===== config.mk =====
export PLATFORM = sky130hd
export DESIGN_NAME = sparse_table_interpolating_lookup_unit
export DESIGN_NICKNAME = d
export VERILOG_FILES = /design/src/sv/stil_pkg.sv /design/src/sv/stil_ram.sv /design/src/sv/stil_dp.sv /design/src/sv/stil_ctrl.sv /design/src/sv/sparse_table_interpolating_lookup_unit.sv
export SDC_FILE = /design/constraint.sdc
export NUM_CORES = 2
export LEC_CHECK = 0
export ABC_CLOCK_PERIOD_IN_PS = 8700
export BUFFER_PORTS_ARGS = -buffer_cell sky130_fd_sc_hd__buf_2
export CAP_MARGIN = 20
export CORE_MARGIN = 10
export CORE_UTILIZATION = 64
export DETAILED_ROUTE_END_ITERATION = 7
export GPL_TIMING_DRIVEN = 1
export HOLD_SLACK_MARGIN = 0.08
export PLACE_DENSITY = 0.8
export SETUP_SLACK_MARGIN = 0.5
export SLEW_MARGIN = 20
export SYNTH_ARGS = -nofsm -noshare
export SYNTH_HDL_FRONTEND = slang
export SYNTH_HIERARCHICAL = 1
export SYNTH_SLANG_ARGS = --single-unit
export TNS_END_PERCENT = 10

===== constraint.sdc =====
create_clock -name clk_i -period 8.7 [get_ports clk_i]
set_input_delay 0.87 -clock clk_i [delete_from_list [all_inputs] [get_ports clk_i]]
set_output_delay 0.87 -clock clk_i [all_outputs]
set_load 0.02 [all_outputs]

===== src/sv/stil_pkg.sv =====
// stil_pkg: shared types and constants of the interpolating calibration table
// command codes, outcome codes and the controller/datapath command and status structs
// no dependencies
`default_nettype none

package stil_pkg;

  // fixed field widths
  localparam int CMD_W       = 2;
  localparam int ROW_W       = 3;
  localparam int TENTH_W     = 4;
  localparam int PORT_SIG_W  = 12;
  localparam int QUERY_W     = 12;
  localparam int OUTCOME_W   = 3;
  localparam int MIN_FLOW_W  = 4;

  // cells per row and the table origin range
  localparam int TENTHS       = 10;
  localparam int MIN_FLOW_MAX = 15;
  localparam int MAX_BASE     = MIN_FLOW_MAX * TENTHS;
  localparam logic [MIN_FLOW_W-1:0] MIN_FLOW_RST = 4'd1;

  // write index before range check: row*10 + tenth
  localparam int WIDX_W = 7;

  // rounding of hundredths to tenths: (q + 5) / 10 as a reciprocal multiply
  localparam int QS_W      = QUERY_W + 1;
  localparam int ROUND_ADD = 5;
  localparam int RECIP10   = 6554;
  localparam int RECIP_SH  = 16;
  localparam int PROD10_W  = 2 * QS_W;
  localparam int T_RAW_W   = 9;

  typedef enum logic [CMD_W-1:0] {
    CMD_WRITE  = 2'd0,
    CMD_CLEAR  = 2'd1,
    CMD_LOOKUP = 2'd2
  } cmd_e;

  typedef enum logic [OUTCOME_W-1:0] {
    OUT_EXACT  = 3'd0,
    OUT_INTERP = 3'd1,
    OUT_BELOW  = 3'd2,
    OUT_ABOVE  = 3'd3,
    OUT_NONE   = 3'd4,
    OUT_DONE   = 3'd5
  } outcome_e;

  typedef enum logic [2:0] {
    SEL_ZERO = 3'd0,
    SEL_RD   = 3'd1,
    SEL_B    = 3'd2,
    SEL_A    = 3'd3,
    SEL_DIV  = 3'd4
  } res_sel_e;

  typedef struct packed {
    logic     cap_query;
    logic     wr_cell;
    logic     clr_start;
    logic     clr_step;
    logic     clamp_ld;
    logic     scan_dn;
    logic     scan_up;
    logic     up_start;
    logic     ld_b;
    logic     ld_a;
    logic     prep;
    logic     qclamp;
    logic     mul1;
    logic     mul2;
    logic     div_init;
    logic     div_step;
    logic     res_ld;
    res_sel_e res_sel;
    outcome_e res_code;
  } dp_cmd_t;

  typedef struct packed {
    logic hit;
    logic miss_end;
    logic at_c;
    logic c_top;
    logic clr_last;
    logic div_done;
  } dp_sts_t;

endpackage

`default_nettype wire


===== src/sv/stil_ram.sv =====
// stil_ram: generic single write port, single read port ram with registered read
// no dependencies
`default_nettype none

module stil_ram #(
  parameter int WIDTH = 8,
  parameter int DEPTH = 16,
  localparam int AW = $clog2(DEPTH)
) (
  input  wire logic             clk_i,
  input  wire logic             we_i,
  input  wire logic [AW-1:0]    waddr_i,
  input  wire logic [WIDTH-1:0] wdata_i,
  input  wire logic [AW-1:0]    raddr_i,
  output logic      [WIDTH-1:0] rdata_o
);

  logic [WIDTH-1:0] mem_q [DEPTH];
  logic [WIDTH-1:0] rdata_q;

  always_ff @(posedge clk_i) begin
    if (we_i) begin
      mem_q[waddr_i] <= wdata_i;
    end
    rdata_q <= mem_q[raddr_i];
  end

  assign rdata_o = rdata_q;

endmodule

`default_nettype wire


===== src/sv/stil_dp.sv =====
// stil_dp: datapath of the calibration table: cell ram, scan pointer, lerp and divider
// depends on stil_pkg and stil_ram
`default_nettype none

module stil_dp #(
  parameter int ROWS        = 8,
  parameter int SIGNAL_BITS = 12
) (
  input  wire logic                                clk_i,
  input  wire logic                                rst_ni,
  input  wire logic                                cfg_we_i,
  input  wire logic [stil_pkg::MIN_FLOW_W-1:0]     cfg_wdata_i,
  input  wire logic [stil_pkg::ROW_W-1:0]          cell_row_i,
  input  wire logic [stil_pkg::TENTH_W-1:0]        cell_tenth_i,
  input  wire logic [stil_pkg::PORT_SIG_W-1:0]     cell_signal_i,
  input  wire logic [stil_pkg::QUERY_W-1:0]        query_flow_i,
  input  wire stil_pkg::dp_cmd_t                   ctl_i,
  output stil_pkg::dp_sts_t                        sts_o,
  output logic      [stil_pkg::PORT_SIG_W-1:0]     signal_o,
  output logic      [stil_pkg::OUTCOME_W-1:0]      outcome_o
);

  localparam int CELLS = ROWS * stil_pkg::TENTHS;
  localparam int CW    = $clog2(CELLS);
  localparam int TMAX  = stil_pkg::MAX_BASE + CELLS - 1;
  localparam int TW    = ($clog2(TMAX + 1) > stil_pkg::T_RAW_W) ?
                         $clog2(TMAX + 1) : stil_pkg::T_RAW_W;
  localparam int FW    = ($clog2(TMAX * stil_pkg::TENTHS + 1) > stil_pkg::QUERY_W) ?
                         $clog2(TMAX * stil_pkg::TENTHS + 1) : stil_pkg::QUERY_W;
  localparam int SB    = SIGNAL_BITS;
  localparam int PW    = SB + FW;
  localparam int NW    = PW + 1;
  localparam int NDW   = NW + 1;
  localparam int RW    = FW + 2;
  localparam int KW    = $clog2(NDW + 1);
  localparam logic [CW-1:0] LAST = CW'(CELLS - 1);

  // config and control state
  logic [stil_pkg::MIN_FLOW_W-1:0] min_flow_q;
  logic [CW-1:0]                   ptr_q;
  logic                            pend_q;
  logic                            plast_q;
  logic [CW-1:0]                   paddr_q;
  logic [KW-1:0]                   cnt_q;

  // payload
  logic [stil_pkg::QUERY_W-1:0]    q_q;
  logic [TW-1:0]                   t_q;
  logic [CW-1:0]                   c_q;
  logic [CW-1:0]                   b_q;
  logic [CW-1:0]                   a_q;
  logic [SB-1:0]                   sb_q;
  logic [SB-1:0]                   sa_q;
  logic [FW-1:0]                   fb_q;
  logic [FW-1:0]                   fa_q;
  logic [FW-1:0]                   qq_q;
  logic [PW-1:0]                   prod_q;
  logic [NW-1:0]                   num_q;
  logic [FW:0]                     dv_q;
  logic [RW-1:0]                   rem_q;
  logic [NDW-1:0]                  quo_q;
  logic [stil_pkg::PORT_SIG_W-1:0] signal_q;
  logic [stil_pkg::OUTCOME_W-1:0]  outcome_q;

  // ram side
  logic                            ram_we;
  logic [CW-1:0]                   ram_waddr;
  logic [SB:0]                     ram_wdata;
  logic [SB:0]                     ram_rdata;
  logic                            rd_valid;
  logic [SB-1:0]                   rd_sig;

  // combinational helpers
  logic [stil_pkg::QS_W-1:0]       qsum;
  logic [stil_pkg::PROD10_W-1:0]   recip_prod;
  logic [TW-1:0]                   t_d;
  logic [TW-1:0]                   base_w;
  logic [TW-1:0]                   top_w;
  logic [TW-1:0]                   tc;
  logic [CW-1:0]                   c_d;
  logic [stil_pkg::WIDX_W-1:0]     widx;
  logic                            w_in_range;
  logic [FW-1:0]                   qx;
  logic [FW-1:0]                   qq_d;
  logic [RW-1:0]                   rem_s;
  logic                            ge;
  logic [stil_pkg::PORT_SIG_W-1:0] res_sig;

  // rounding to tenths, reciprocal of ten
  assign qsum       = stil_pkg::QS_W'(query_flow_i) + stil_pkg::QS_W'(stil_pkg::ROUND_ADD);
  assign recip_prod = stil_pkg::PROD10_W'(qsum) * stil_pkg::PROD10_W'(stil_pkg::RECIP10);
  assign t_d        = TW'(recip_prod[stil_pkg::RECIP_SH +: stil_pkg::T_RAW_W]);

  // clamp target to the table
  assign base_w = TW'(min_flow_q) * TW'(stil_pkg::TENTHS);
  assign top_w  = base_w + TW'(CELLS - 1);
  always_comb begin
    if (t_q < base_w) begin
      tc = base_w;
    end else if (t_q > top_w) begin
      tc = top_w;
    end else begin
      tc = t_q;
    end
  end
  assign c_d = CW'(tc - base_w);

  // cell write index
  assign widx = stil_pkg::WIDX_W'(cell_row_i) * stil_pkg::WIDX_W'(stil_pkg::TENTHS)
              + stil_pkg::WIDX_W'(cell_tenth_i);
  assign w_in_range = (int'(cell_row_i) < ROWS) &&
                      (cell_tenth_i <= stil_pkg::TENTH_W'(stil_pkg::TENTHS - 1));

  assign ram_we    = (ctl_i.wr_cell && w_in_range) || ctl_i.clr_step;
  assign ram_waddr = ctl_i.clr_step ? ptr_q : CW'(widx);
  assign ram_wdata = ctl_i.clr_step ? '0 : {1'b1, SB'(cell_signal_i)};

  stil_ram #(
    .WIDTH (SB + 1),
    .DEPTH (CELLS)
  ) u_ram (
    .clk_i   (clk_i),
    .we_i    (ram_we),
    .waddr_i (ram_waddr),
    .wdata_i (ram_wdata),
    .raddr_i (ptr_q),
    .rdata_o (ram_rdata)
  );

  assign rd_valid = ram_rdata[SB];
  assign rd_sig   = ram_rdata[SB-1:0];

  // query clamped between the two neighbour flows
  assign qx = FW'(q_q);
  always_comb begin
    if (qx < fb_q) begin
      qq_d = fb_q;
    end else if (qx > fa_q) begin
      qq_d = fa_q;
    end else begin
      qq_d = qx;
    end
  end

  // one restoring division step
  assign rem_s = {rem_q[RW-2:0], quo_q[NDW-1]};
  assign ge    = (rem_s >= RW'(dv_q));

  always_comb begin
    unique case (ctl_i.res_sel)
      stil_pkg::SEL_ZERO: res_sig = '0;
      stil_pkg::SEL_RD:   res_sig = stil_pkg::PORT_SIG_W'(rd_sig);
      stil_pkg::SEL_B:    res_sig = stil_pkg::PORT_SIG_W'(sb_q);
      stil_pkg::SEL_A:    res_sig = stil_pkg::PORT_SIG_W'(sa_q);
      stil_pkg::SEL_DIV:  res_sig = stil_pkg::PORT_SIG_W'(quo_q[SB-1:0]);
      default:            res_sig = '0;
    endcase
  end

  always_ff @(posedge clk_i or negedge rst_ni) begin
    if (!rst_ni) begin
      min_flow_q <= stil_pkg::MIN_FLOW_RST;
      ptr_q      <= '0;
      pend_q     <= 1'b0;
      plast_q    <= 1'b0;
      paddr_q    <= '0;
      cnt_q      <= '0;
    end else begin
      if (cfg_we_i) begin
        min_flow_q <= cfg_wdata_i;
      end
      priority if (ctl_i.clamp_ld) begin
        ptr_q  <= c_d;
        pend_q <= 1'b0;
      end else if (ctl_i.up_start) begin
        ptr_q  <= c_q + CW'(1);
        pend_q <= 1'b0;
      end else if (ctl_i.clr_start) begin
        ptr_q <= '0;
      end else if (ctl_i.clr_step) begin
        ptr_q <= (ptr_q == LAST) ? ptr_q : ptr_q + CW'(1);
      end else if (ctl_i.scan_dn) begin
        pend_q  <= 1'b1;
        paddr_q <= ptr_q;
        plast_q <= (ptr_q == '0);
        ptr_q   <= (ptr_q == '0) ? ptr_q : ptr_q - CW'(1);
      end else if (ctl_i.scan_up) begin
        pend_q  <= 1'b1;
        paddr_q <= ptr_q;
        plast_q <= (ptr_q == LAST);
        ptr_q   <= (ptr_q == LAST) ? ptr_q : ptr_q + CW'(1);
      end else begin
        ptr_q <= ptr_q;
      end
      if (ctl_i.div_init) begin
        cnt_q <= '0;
      end else if (ctl_i.div_step) begin
        cnt_q <= cnt_q + KW'(1);
      end
    end
  end

  always_ff @(posedge clk_i) begin
    if (ctl_i.cap_query) begin
      q_q <= query_flow_i;
      t_q <= t_d;
    end
    if (ctl_i.clamp_ld) begin
      c_q <= c_d;
    end
    if (ctl_i.ld_b) begin
      b_q  <= paddr_q;
      sb_q <= rd_sig;
    end
    if (ctl_i.ld_a) begin
      a_q  <= paddr_q;
      sa_q <= rd_sig;
    end
    if (ctl_i.prep) begin
      fb_q <= FW'(base_w + TW'(b_q)) * FW'(stil_pkg::TENTHS);
      fa_q <= FW'(base_w + TW'(a_q)) * FW'(stil_pkg::TENTHS);
    end
    if (ctl_i.qclamp) begin
      qq_q <= qq_d;
    end
    if (ctl_i.mul1) begin
      prod_q <= PW'(sb_q) * PW'(fa_q - qq_q);
      dv_q   <= {fa_q - fb_q, 1'b0};
    end
    if (ctl_i.mul2) begin
      num_q <= NW'(prod_q) + NW'(PW'(sa_q) * PW'(qq_q - fb_q));
    end
    if (ctl_i.div_init) begin
      rem_q <= '0;
      quo_q <= {num_q, 1'b0} + NDW'(dv_q[FW:1]);
    end else if (ctl_i.div_step) begin
      rem_q <= ge ? rem_s - RW'(dv_q) : rem_s;
      quo_q <= {quo_q[NDW-2:0], ge};
    end
    if (ctl_i.res_ld) begin
      signal_q  <= res_sig;
      outcome_q <= ctl_i.res_code;
    end
  end

  assign sts_o.hit      = pend_q && rd_valid;
  assign sts_o.miss_end = pend_q && plast_q && !rd_valid;
  assign sts_o.at_c     = (paddr_q == c_q);
  assign sts_o.c_top    = (c_q == LAST);
  assign sts_o.clr_last = (ptr_q == LAST);
  assign sts_o.div_done = (cnt_q == KW'(NDW));

  assign signal_o  = signal_q;
  assign outcome_o = outcome_q;

endmodule

`default_nettype wire


===== src/sv/stil_ctrl.sv =====
// stil_ctrl: sequencing state machine for writes, clears and lookups
// depends on stil_pkg
`default_nettype none

module stil_ctrl (
  input  wire logic                          clk_i,
  input  wire logic                          rst_ni,
  input  wire logic                          start_i,
  input  wire logic [stil_pkg::CMD_W-1:0]    cmd_i,
  input  wire stil_pkg::dp_sts_t             sts_i,
  output stil_pkg::dp_cmd_t                  ctl_o,
  output logic                               busy_o,
  output logic                               done_o
);

  typedef enum logic [3:0] {
    S_IDLE,
    S_CLR,
    S_CLAMP,
    S_DN,
    S_UP,
    S_RES,
    S_PREP,
    S_QCL,
    S_MUL1,
    S_MUL2,
    S_DIVI,
    S_DIV
  } state_e;

  state_e state_q, state_d;
  logic   has_b_q, has_b_d;
  logic   has_a_q, has_a_d;
  logic   rsp_pend_q, rsp_pend_d;
  logic   done_q, done_d;

  always_comb begin
    ctl_o      = '0;
    state_d    = state_q;
    has_b_d    = has_b_q;
    has_a_d    = has_a_q;
    rsp_pend_d = rsp_pend_q;
    done_d     = 1'b0;
    unique case (state_q)
      S_IDLE: begin
        if (start_i) begin
          unique case (cmd_i)
            stil_pkg::CMD_WRITE: begin
              ctl_o.wr_cell  = 1'b1;
              ctl_o.res_ld   = 1'b1;
              ctl_o.res_sel  = stil_pkg::SEL_ZERO;
              ctl_o.res_code = stil_pkg::OUT_DONE;
              done_d         = 1'b1;
            end
            stil_pkg::CMD_CLEAR: begin
              ctl_o.clr_start = 1'b1;
              rsp_pend_d      = 1'b1;
              state_d         = S_CLR;
            end
            stil_pkg::CMD_LOOKUP: begin
              ctl_o.cap_query = 1'b1;
              state_d         = S_CLAMP;
            end
            default: begin
              ctl_o.res_ld   = 1'b1;
              ctl_o.res_sel  = stil_pkg::SEL_ZERO;
              ctl_o.res_code = stil_pkg::OUT_DONE;
              done_d         = 1'b1;
            end
          endcase
        end
      end
      S_CLR: begin
        ctl_o.clr_step = 1'b1;
        if (sts_i.clr_last) begin
          if (rsp_pend_q) begin
            ctl_o.res_ld   = 1'b1;
            ctl_o.res_sel  = stil_pkg::SEL_ZERO;
            ctl_o.res_code = stil_pkg::OUT_DONE;
            done_d         = 1'b1;
          end
          rsp_pend_d = 1'b0;
          state_d    = S_IDLE;
        end
      end
      S_CLAMP: begin
        ctl_o.clamp_ld = 1'b1;
        state_d        = S_DN;
      end
      S_DN: begin
        if (sts_i.hit && sts_i.at_c) begin
          ctl_o.res_ld   = 1'b1;
          ctl_o.res_sel  = stil_pkg::SEL_RD;
          ctl_o.res_code = stil_pkg::OUT_EXACT;
          done_d         = 1'b1;
          state_d        = S_IDLE;
        end else if (sts_i.hit || sts_i.miss_end) begin
          ctl_o.ld_b = sts_i.hit;
          has_b_d    = sts_i.hit;
          if (sts_i.c_top) begin
            has_a_d = 1'b0;
            state_d = S_RES;
          end else begin
            ctl_o.up_start = 1'b1;
            state_d        = S_UP;
          end
        end else begin
          ctl_o.scan_dn = 1'b1;
        end
      end
      S_UP: begin
        if (sts_i.hit || sts_i.miss_end) begin
          ctl_o.ld_a = sts_i.hit;
          has_a_d    = sts_i.hit;
          state_d    = S_RES;
        end else begin
          ctl_o.scan_up = 1'b1;
        end
      end
      S_RES: begin
        if (has_b_q && has_a_q) begin
          state_d = S_PREP;
        end else begin
          ctl_o.res_ld = 1'b1;
          done_d       = 1'b1;
          state_d      = S_IDLE;
          if (has_b_q) begin
            ctl_o.res_sel  = stil_pkg::SEL_B;
            ctl_o.res_code = stil_pkg::OUT_BELOW;
          end else if (has_a_q) begin
            ctl_o.res_sel  = stil_pkg::SEL_A;
            ctl_o.res_code = stil_pkg::OUT_ABOVE;
          end else begin
            ctl_o.res_sel  = stil_pkg::SEL_ZERO;
            ctl_o.res_code = stil_pkg::OUT_NONE;
          end
        end
      end
      S_PREP: begin
        ctl_o.prep = 1'b1;
        state_d    = S_QCL;
      end
      S_QCL: begin
        ctl_o.qclamp = 1'b1;
        state_d      = S_MUL1;
      end
      S_MUL1: begin
        ctl_o.mul1 = 1'b1;
        state_d    = S_MUL2;
      end
      S_MUL2: begin
        ctl_o.mul2 = 1'b1;
        state_d    = S_DIVI;
      end
      S_DIVI: begin
        ctl_o.div_init = 1'b1;
        state_d        = S_DIV;
      end
      S_DIV: begin
        if (sts_i.div_done) begin
          ctl_o.res_ld   = 1'b1;
          ctl_o.res_sel  = stil_pkg::SEL_DIV;
          ctl_o.res_code = stil_pkg::OUT_INTERP;
          done_d         = 1'b1;
          state_d        = S_IDLE;
        end else begin
          ctl_o.div_step = 1'b1;
        end
      end
      default: begin
        state_d = S_IDLE;
      end
    endcase
  end

  always_ff @(posedge clk_i or negedge rst_ni) begin
    if (!rst_ni) begin
      state_q    <= S_CLR;
      has_b_q    <= 1'b0;
      has_a_q    <= 1'b0;
      rsp_pend_q <= 1'b0;
      done_q     <= 1'b0;
    end else begin
      state_q    <= state_d;
      has_b_q    <= has_b_d;
      has_a_q    <= has_a_d;
      rsp_pend_q <= rsp_pend_d;
      done_q     <= done_d;
    end
  end

  assign busy_o = (state_q != S_IDLE);
  assign done_o = done_q;

endmodule

`default_nettype wire


===== src/sv/sparse_table_interpolating_lookup_unit.sv =====
// sparse_table_interpolating_lookup_unit: top level of the interpolating calibration table
// depends on stil_pkg, stil_ctrl, stil_dp (and through it stil_ram)
//
//  channel     | handshake               | payload
//  ------------+-------------------------+----------------------------------------------
//  command     | start_i, busy_o         | cmd_i, cell_row_i, cell_tenth_i,
//              |                         | cell_signal_i, query_flow_i
//  result      | done_o (one-cycle pulse)| signal_o, outcome_o
//  config      | cfg_we_i                | cfg_wdata_i (min_flow)
//
//  a transaction is taken on a clock edge with start_i high and busy_o low
//  write and unused commands: result pulse on the cycle after acceptance, no busy time
//  clear: one ram write per cell, then the result pulse
//  lookup: one ram read per cell visited, the scan from the target cell down then up
//  touches at most ROWS*10 cells; with an interpolation the set-up steps (prep, query
//  clamp, two multiplies, divider init) and the restoring divider follow, one quotient
//  bit per cycle (26 quotient bits with the default widths)
//  after reset a clearing pass over every cell runs with busy_o high, no result pulse
//  the result side cannot stall: each result is shown for exactly one cycle
`default_nettype none

module sparse_table_interpolating_lookup_unit #(
  parameter int ROWS        = 8,
  parameter int SIGNAL_BITS = 12
) (
  input  wire logic                               clk_i,
  input  wire logic                               rst_ni,
  // configuration
  input  wire logic                               cfg_we_i,
  input  wire logic [stil_pkg::MIN_FLOW_W-1:0]    cfg_wdata_i,
  // command transaction
  input  wire logic                               start_i,
  output logic                                    busy_o,
  input  wire logic [stil_pkg::CMD_W-1:0]         cmd_i,
  input  wire logic [stil_pkg::ROW_W-1:0]         cell_row_i,
  input  wire logic [stil_pkg::TENTH_W-1:0]       cell_tenth_i,
  input  wire logic [stil_pkg::PORT_SIG_W-1:0]    cell_signal_i,
  input  wire logic [stil_pkg::QUERY_W-1:0]       query_flow_i,
  // result transaction
  output logic                                    done_o,
  output logic      [stil_pkg::PORT_SIG_W-1:0]    signal_o,
  output logic      [stil_pkg::OUTCOME_W-1:0]     outcome_o
);

  // commands from the sequencer and status back from the datapath
  stil_pkg::dp_cmd_t ctl;
  stil_pkg::dp_sts_t sts;

  // the sequencer owns busy and the result pulse; the payload of the
  // result is registered in the datapath on the same edge
  stil_ctrl u_ctrl (
    .clk_i   (clk_i),
    .rst_ni  (rst_ni),
    .start_i (start_i),
    .cmd_i   (cmd_i),
    .sts_i   (sts),
    .ctl_o   (ctl),
    .busy_o  (busy_o),
    .done_o  (done_o)
  );

  // cell ram (signal plus valid mark per cell), scan pointer, lerp multiplies
  // and the rounding divider
  stil_dp #(
    .ROWS        (ROWS),
    .SIGNAL_BITS (SIGNAL_BITS)
  ) u_dp (
    .clk_i         (clk_i),
    .rst_ni        (rst_ni),
    .cfg_we_i      (cfg_we_i),
    .cfg_wdata_i   (cfg_wdata_i),
    .cell_row_i    (cell_row_i),
    .cell_tenth_i  (cell_tenth_i),
    .cell_signal_i (cell_signal_i),
    .query_flow_i  (query_flow_i),
    .ctl_i         (ctl),
    .sts_o         (sts),
    .signal_o      (signal_o),
    .outcome_o     (outcome_o)
  );

endmodule

`default_nettype wire


Word level (Yosys, flattened, before mapping)
Memories as Yosys holds them, arrays and structs flattened. A register that Yosys moved wholly into a read port is not among the register bits.
Index checks and enable logic that the tools add are counted.
{ "word_totals": {"regBits": 248, "ramBits": 1040, "input_bits": 41, "out_inout_bits": 17, "word_cells": 219, "mem_count": 1} }
{ "op_classes": {"add_sub_neg": 16, "multipliers": 7, "order_cmp": 6, "eq_ne": 34, "n_mux": 93, "bitwise": 5, "n_reduce_logical": 28} }
{ "memory_table": {"columns": ["memory", "depth", "word_bits", "rd", "rd_clocked_by_memory_dff", "write_ports", "line", "source"], "rows": [
  ["u_dp.u_ram.mem_q", 80, 13, 1, 1, 1, "stil_ram.sv:18", "logic [WIDTH-1:0] mem_q [DEPTH];"]
]} }
{ "ops": {"columns": ["op", "count"], "rows": [
  ["$mux W7", 20],
  ["$mux W26", 2],
  ["$pmux W12 S4", 1],
  ["$pmux W4 S12", 1],
  ["$mux W1", 44],
  ["$pmux W7 S5", 1],
  ["$add A26 B12 Y26", 1],
  ["$mux W13", 2],
  ["$sub A12 B12 Y13", 2],
  ["$add A24 B25 Y25", 1],
  ["$mul A12 B24 Y25", 1],
  ["$mul A12 B24 Y24", 1],
  ["$mul A12 B3 Y11 const B", 2],
  ["$mul A13 B12 Y24 const B", 1],
  ["$mux W12", 2],
  ["$mux W4", 6],
  ["$mux W5", 4],
  ["$add A8 B7 Y9", 2],
  ["$eq A4 B3 Y1 const B", 4],
  ["$eq A4 B4 Y1 const B", 4],
  ["$add A7 B1 Y7 const B", 2],
  ["$eq A7 B7 Y1 const B", 2],
  ["$ge A14 B13 Y1", 1],
  ["$add A12 B3 Y13 const B", 1],
  ["other kinds (49)", 81]
]} }

Logic depth before layout (Yosys ltp)
{ "logic_depth": {"depth_word": 11, "depth_mapped": 29} }

Modules after synthesis
Netlist, hierarchy kept.
{ "by_module_without_submodules": {"columns": ["mod", "instances", "cells_per_inst", "area_per_inst_um2", "seq_area_each_um2"], "rows": [
  ["stil_ram", 1, 1721, 40289.9, 31490.2],
  ["stil_dp", 1, 2963, 29415.7, 6922.9],
  ["stil_ctrl", 1, 109, 862.1, 201.4]
]} }

Worst setup path after synthesis
No wires, ideal clock.
{ "synth_timing": {"kind": "register -> register", "from": "register u_dp.fa_q[1]", "to": "register u_dp.prod_q[21] (data pin)", "setup_ps": 264, "t_arrival_ps": 7068, "required_ps": 8436, "setup_slack_ps": 1369, "path_stages_with_launch": 25, "path_buffers": 0, "period_less_slack_ps": 7331, "path_cell_list": "edfxtp_1 > ha_1 > nor2b_1 > o21a_1 > o21ai_2 > a21oi_1 > a311o_1 > o31ai_4 > mux2_2 > fa_1 > fa_1 > inv_1 > fa_1 > fa_1 > fa_1 > inv_1 > fa_1 > inv_1 > ha_1 > and3_1 > a211oi_1 > a311oi_1 > or3_1 > a221oi_1 > xnor2_1"} }
{ "synth_between": {"elab_chain_len": 2} }
{ "synth_lines": {"columns": ["element", "line", "source"], "rows": [
  ["from (decl)", "stil_dp.sv:55", "logic [FW-1:0] fa_q;"],
  ["from (signal assigned)", "stil_dp.sv:221", "fa_q <= FW'(base_w + TW'(a_q)) * FW'(stil_pkg::TENTHS);"],
  ["$sub A12 B12 Y13", "stil_dp.sv:227", "prod_q <= PW'(sb_q) * PW'(fa_q - qq_q);"],
  ["$mul A12 B24 Y24", "stil_dp.sv:227", null],
  ["to (signal assigned)", "stil_dp.sv:227", null],
  ["to (decl)", "stil_dp.sv:57", "logic [PW-1:0] prod_q;"]
]} }
Every way passes these cells.
A chain may end at the register's enable or synchronous reset.

Worst setup path in the final report
{ "layout_timing": {"from": "register u_dp.fa_q[2]", "to": "register u_dp.prod_q[21] (data pin)"} }
Same word-level chain as after synthesis.

==> impl_metrics.tcl <==
set metrics [dict create \
    critical_path.max_stage_delay_ns 0.55 \
    crit_path_capture_type "register" \
    detailroute.via_count 42000 \
    final_cell_count_no_fill 6513 \
    synth_edf_count 1241 \
    reg2reg_setup_slack_ns 0.88 \
    cts.sinks 1300 \
    start_util_pct 64.6 \
    max_clock_freq_mhz 128 \
    synth_net_count 5547 \
    path_max_fanout 12 \
    chipHeight_um 352 \
    antenna_found_initial 3 \
    worst_pin_slew_ns 1.11 \
    post_dp_cell_area_mm2 0.0729 \
    total_wirelength_of_the_detailed_routed_design_um 171000 \
    slew_violations 0 \
    ys_async_sr_fraction_pct 2.54 \
    cts_tree "yes" \
    cts-buffers-inserted 135 \
    overflow 0 \
    cp-start-kind "register" \
    cp_data_arrival_time_ns 8.30 \
    first_global_vias 43700 \
    grt_setup_unrepaired "yes" \
    path_delay_family "adder cells" \
    setup_viol_count_final 0 \
    final.setup.worst_slack_ns 0.877 \
    netlist_top_cells_count "edfxtp_1 (1,241), inv_1 (482), ha_1 (377)" \
    dp_hpwl_um 109000 \
    worst_hold_path_type "in2async" \
    drt-initial-drc-count 4832 \
    synth_seq_area_share_pct 54.7 \
    remaining_drc_errors 0 \
    outcome "finished, final reports clean" \
    clockBufferDepth 3 \
    synth_area_mm2 0.0706 \
    timing.final.crit_share_pct 89.9 \
    worst_skew_pair.late_latency_ns 0.75 \
    preCtsSetupSlack_ns 0.567 \
    synth_cells 4793 \
    i_o_pin_total 58 \
    most_used_standard_cell_by_instance_count_after_synthesis "edfxtp_1" \
    number_of_storage_elements_in_the_synthesis_netlist 1300 \
    synth.largest_area_cell "edfxtp_1" \
    synth.top_cells.by_area "edfxtp_1 (53%), fa_1 (9.5%), mux4_2 (9.1%)" \
    setup_clock_skew_after_layout_ns 0.0290 \
    clkTransAtPathRegs_ns 0.06 \
    cts-root-buf "clkbuf_16" \
    placement.io_buffers 57 \
    final_design_area_no_fill_mm2 0.0775 \
    crit_slowest_cell "fa_1" \
    ctsHoldBuffers 0 \
    ir_drop_mv 0.579 \
    global_route.usage.total_pct 27.7 \
    wire_per_inst_um 26.2 \
    layout-drive-gt1-share_pct 16.5 \
    nNetsFinal 5679 \
    worst-path-buf-inv 4 \
    postLayoutCoreUtil_pct 71.0 \
    row_count 121 \
    synthDistinctLibCells 100 \
    yosys_most_used_dff "edfxtp_1" \
    yosys_warnings 6 \
    dpl.cell_count 6259 \
    post-layout-total-power_mw 30.4 \
    areaGrowthSynthToFinish_pct 9.87 \
    fp.dieW_um 352 \
    route.antenna.remaining_nets 0 \
    htreeDepth 4 \
    grt_start_max_net_pins 95 \
    globalplace.congestion 0.895 \
    maxSlewHeadroom_pct 25.9 \
    global_route_wire_length_before_repair_um 265000 \
    core-area_mm2 0.109 \
    crit_type "reg2reg" \
    critPathRequiredTime_ns 9.17 \
    synth.avg_cell_area_um2 14.7 \
    timing.final.hold_violations 0 \
    detailedRoute.firstPassIterationCount 6 \
    pwr_density_cell_mw_per_mm2 392 \
    synth_top_area_share_pct 52.8 \
    timing.critical_path.mode_cell "fa_1" \
    dieArea_mm2 0.124 \
    post_drt_via_cell_ratio 6.45 \
    layout_min_cycle_time_ns 7.82 \
    smallest_hold_slack_ns 0.224 \
    fin_setup_tns_ns 0 \
    total_leakage_power_nw 28.9 \
    cap_violations 0 \
]
[logic make-up after synthesis]
| logic type | after synthesis | synth area share (%) |
|---|---|---|
| flip-flops | 1300 | 54.7 |
| AND/OR/NAND/NOR | 967 | 6.83 |
| adder cells (fa/ha/maj) | 713 | 16.2 |
| buffers and inverters | 671 | 3.84 |
| AO/OA/AOI/OAI | 584 | 5.56 |
| multiplexers | 399 | 10.8 |
| XOR/XNOR | 159 | 1.98 |
[repair_timing]
action,CTS,global route
resized for setup,0,11
setup endpoints to repair,0,9
setup buffers,0,3
[flip-flops by register name, summed over array words and instances, names as in the netlist, 7 cells and up]
name                count
u_dp/u_ram/mem_q     1040
u_dp/quo_q             26
u_dp/num_q             25
u_dp/prod_q            24
u_dp/rem_q             13
u_dp/u_ram/rdata_o     13
u_dp/q_q               12
u_dp/qq_q              12
u_dp/sa_q              12
u_dp/sb_q              12
u_dp/signal_o          12
u_dp/dv_q              11
u_dp/fa_q              11
u_dp/fb_q              11
u_dp/t_q                9
u_dp/a_q                7
u_dp/b_q                7
u_dp/c_q                7
u_dp/paddr_q            7
u_dp/ptr_q              7
[per-layer routing]
| layer | GRT usage (%) | part of all wire [%] | vias to the layer above |
|---|---|---|---|
| met4 | 12.0 | 4.6 | 4 |
| li1 | - | - | 18000 |
| met2 | 46.2 | 50 | 2274 |
| met5 | 0 | 0.016 | - |
| met1 | 36.0 | 37 | 21300 |
| met3 | 4.76 | 8.4 | 441 |
[final cells by class]
cell class	count	area [um2]
flip-flops and latches	1300	38600
clock buffers	174	3690
fillers	6750	31600
repair buffers	184	1260
inverters	482	1820
clock inverters	73	805
multi-input cells	2822	29500
diodes	2	5.00
well taps	1476	1850
[final timing paths]
kind                                             endpoint              startpoint  depth (start not counted)
max reg2reg                     u_dp/prod_q[21]$_DFFE_PP_  u_dp/fa_q[2]$_DFFE_PP_                         25
min reg2reg                        u_dp/fb_q[1]$_DFFE_PP_   u_dp/b_q[0]$_DFFE_PP_                          0
min                             u_dp/cnt_q[2]$_DFFE_PN0P_                  rst_ni                          1
max in group asynchronous       u_dp/ptr_q[2]$_DFFE_PN0P_                  rst_ni                          1
min in group clk_i         u_dp/min_flow_q[1]$_DFFE_PN0P_          cfg_wdata_i[1]                          3
max                             u_dp/prod_q[21]$_DFFE_PP_  u_dp/fa_q[2]$_DFFE_PP_                         25
[power by group]
| group | total, mW | switching, mW | internal [mW] |
|---|---|---|---|
| Combinational | 15.8 | 9.07 | 6.69 |
| Clock | 5.83 | 2.47 | 3.36 |
| Sequential | 8.80 | 0.446 | 8.36 |
[cells in the final DEF, fill, tap and decap left out, types with 109 or more instances in the layout]
cell type  netlist  layout
a21oi_1        109     109
buf_4           14     123
clkbuf_16        0     138
edfxtp_1      1241    1241
fa_1           336     336
ha_1           377     377
inv_1          482     479
mux4_2         286     286
nand2_1        271     271
nor2_1         225     203
xnor2_1        111     111
Note: power is estimated with default switching activity, not from simulation.
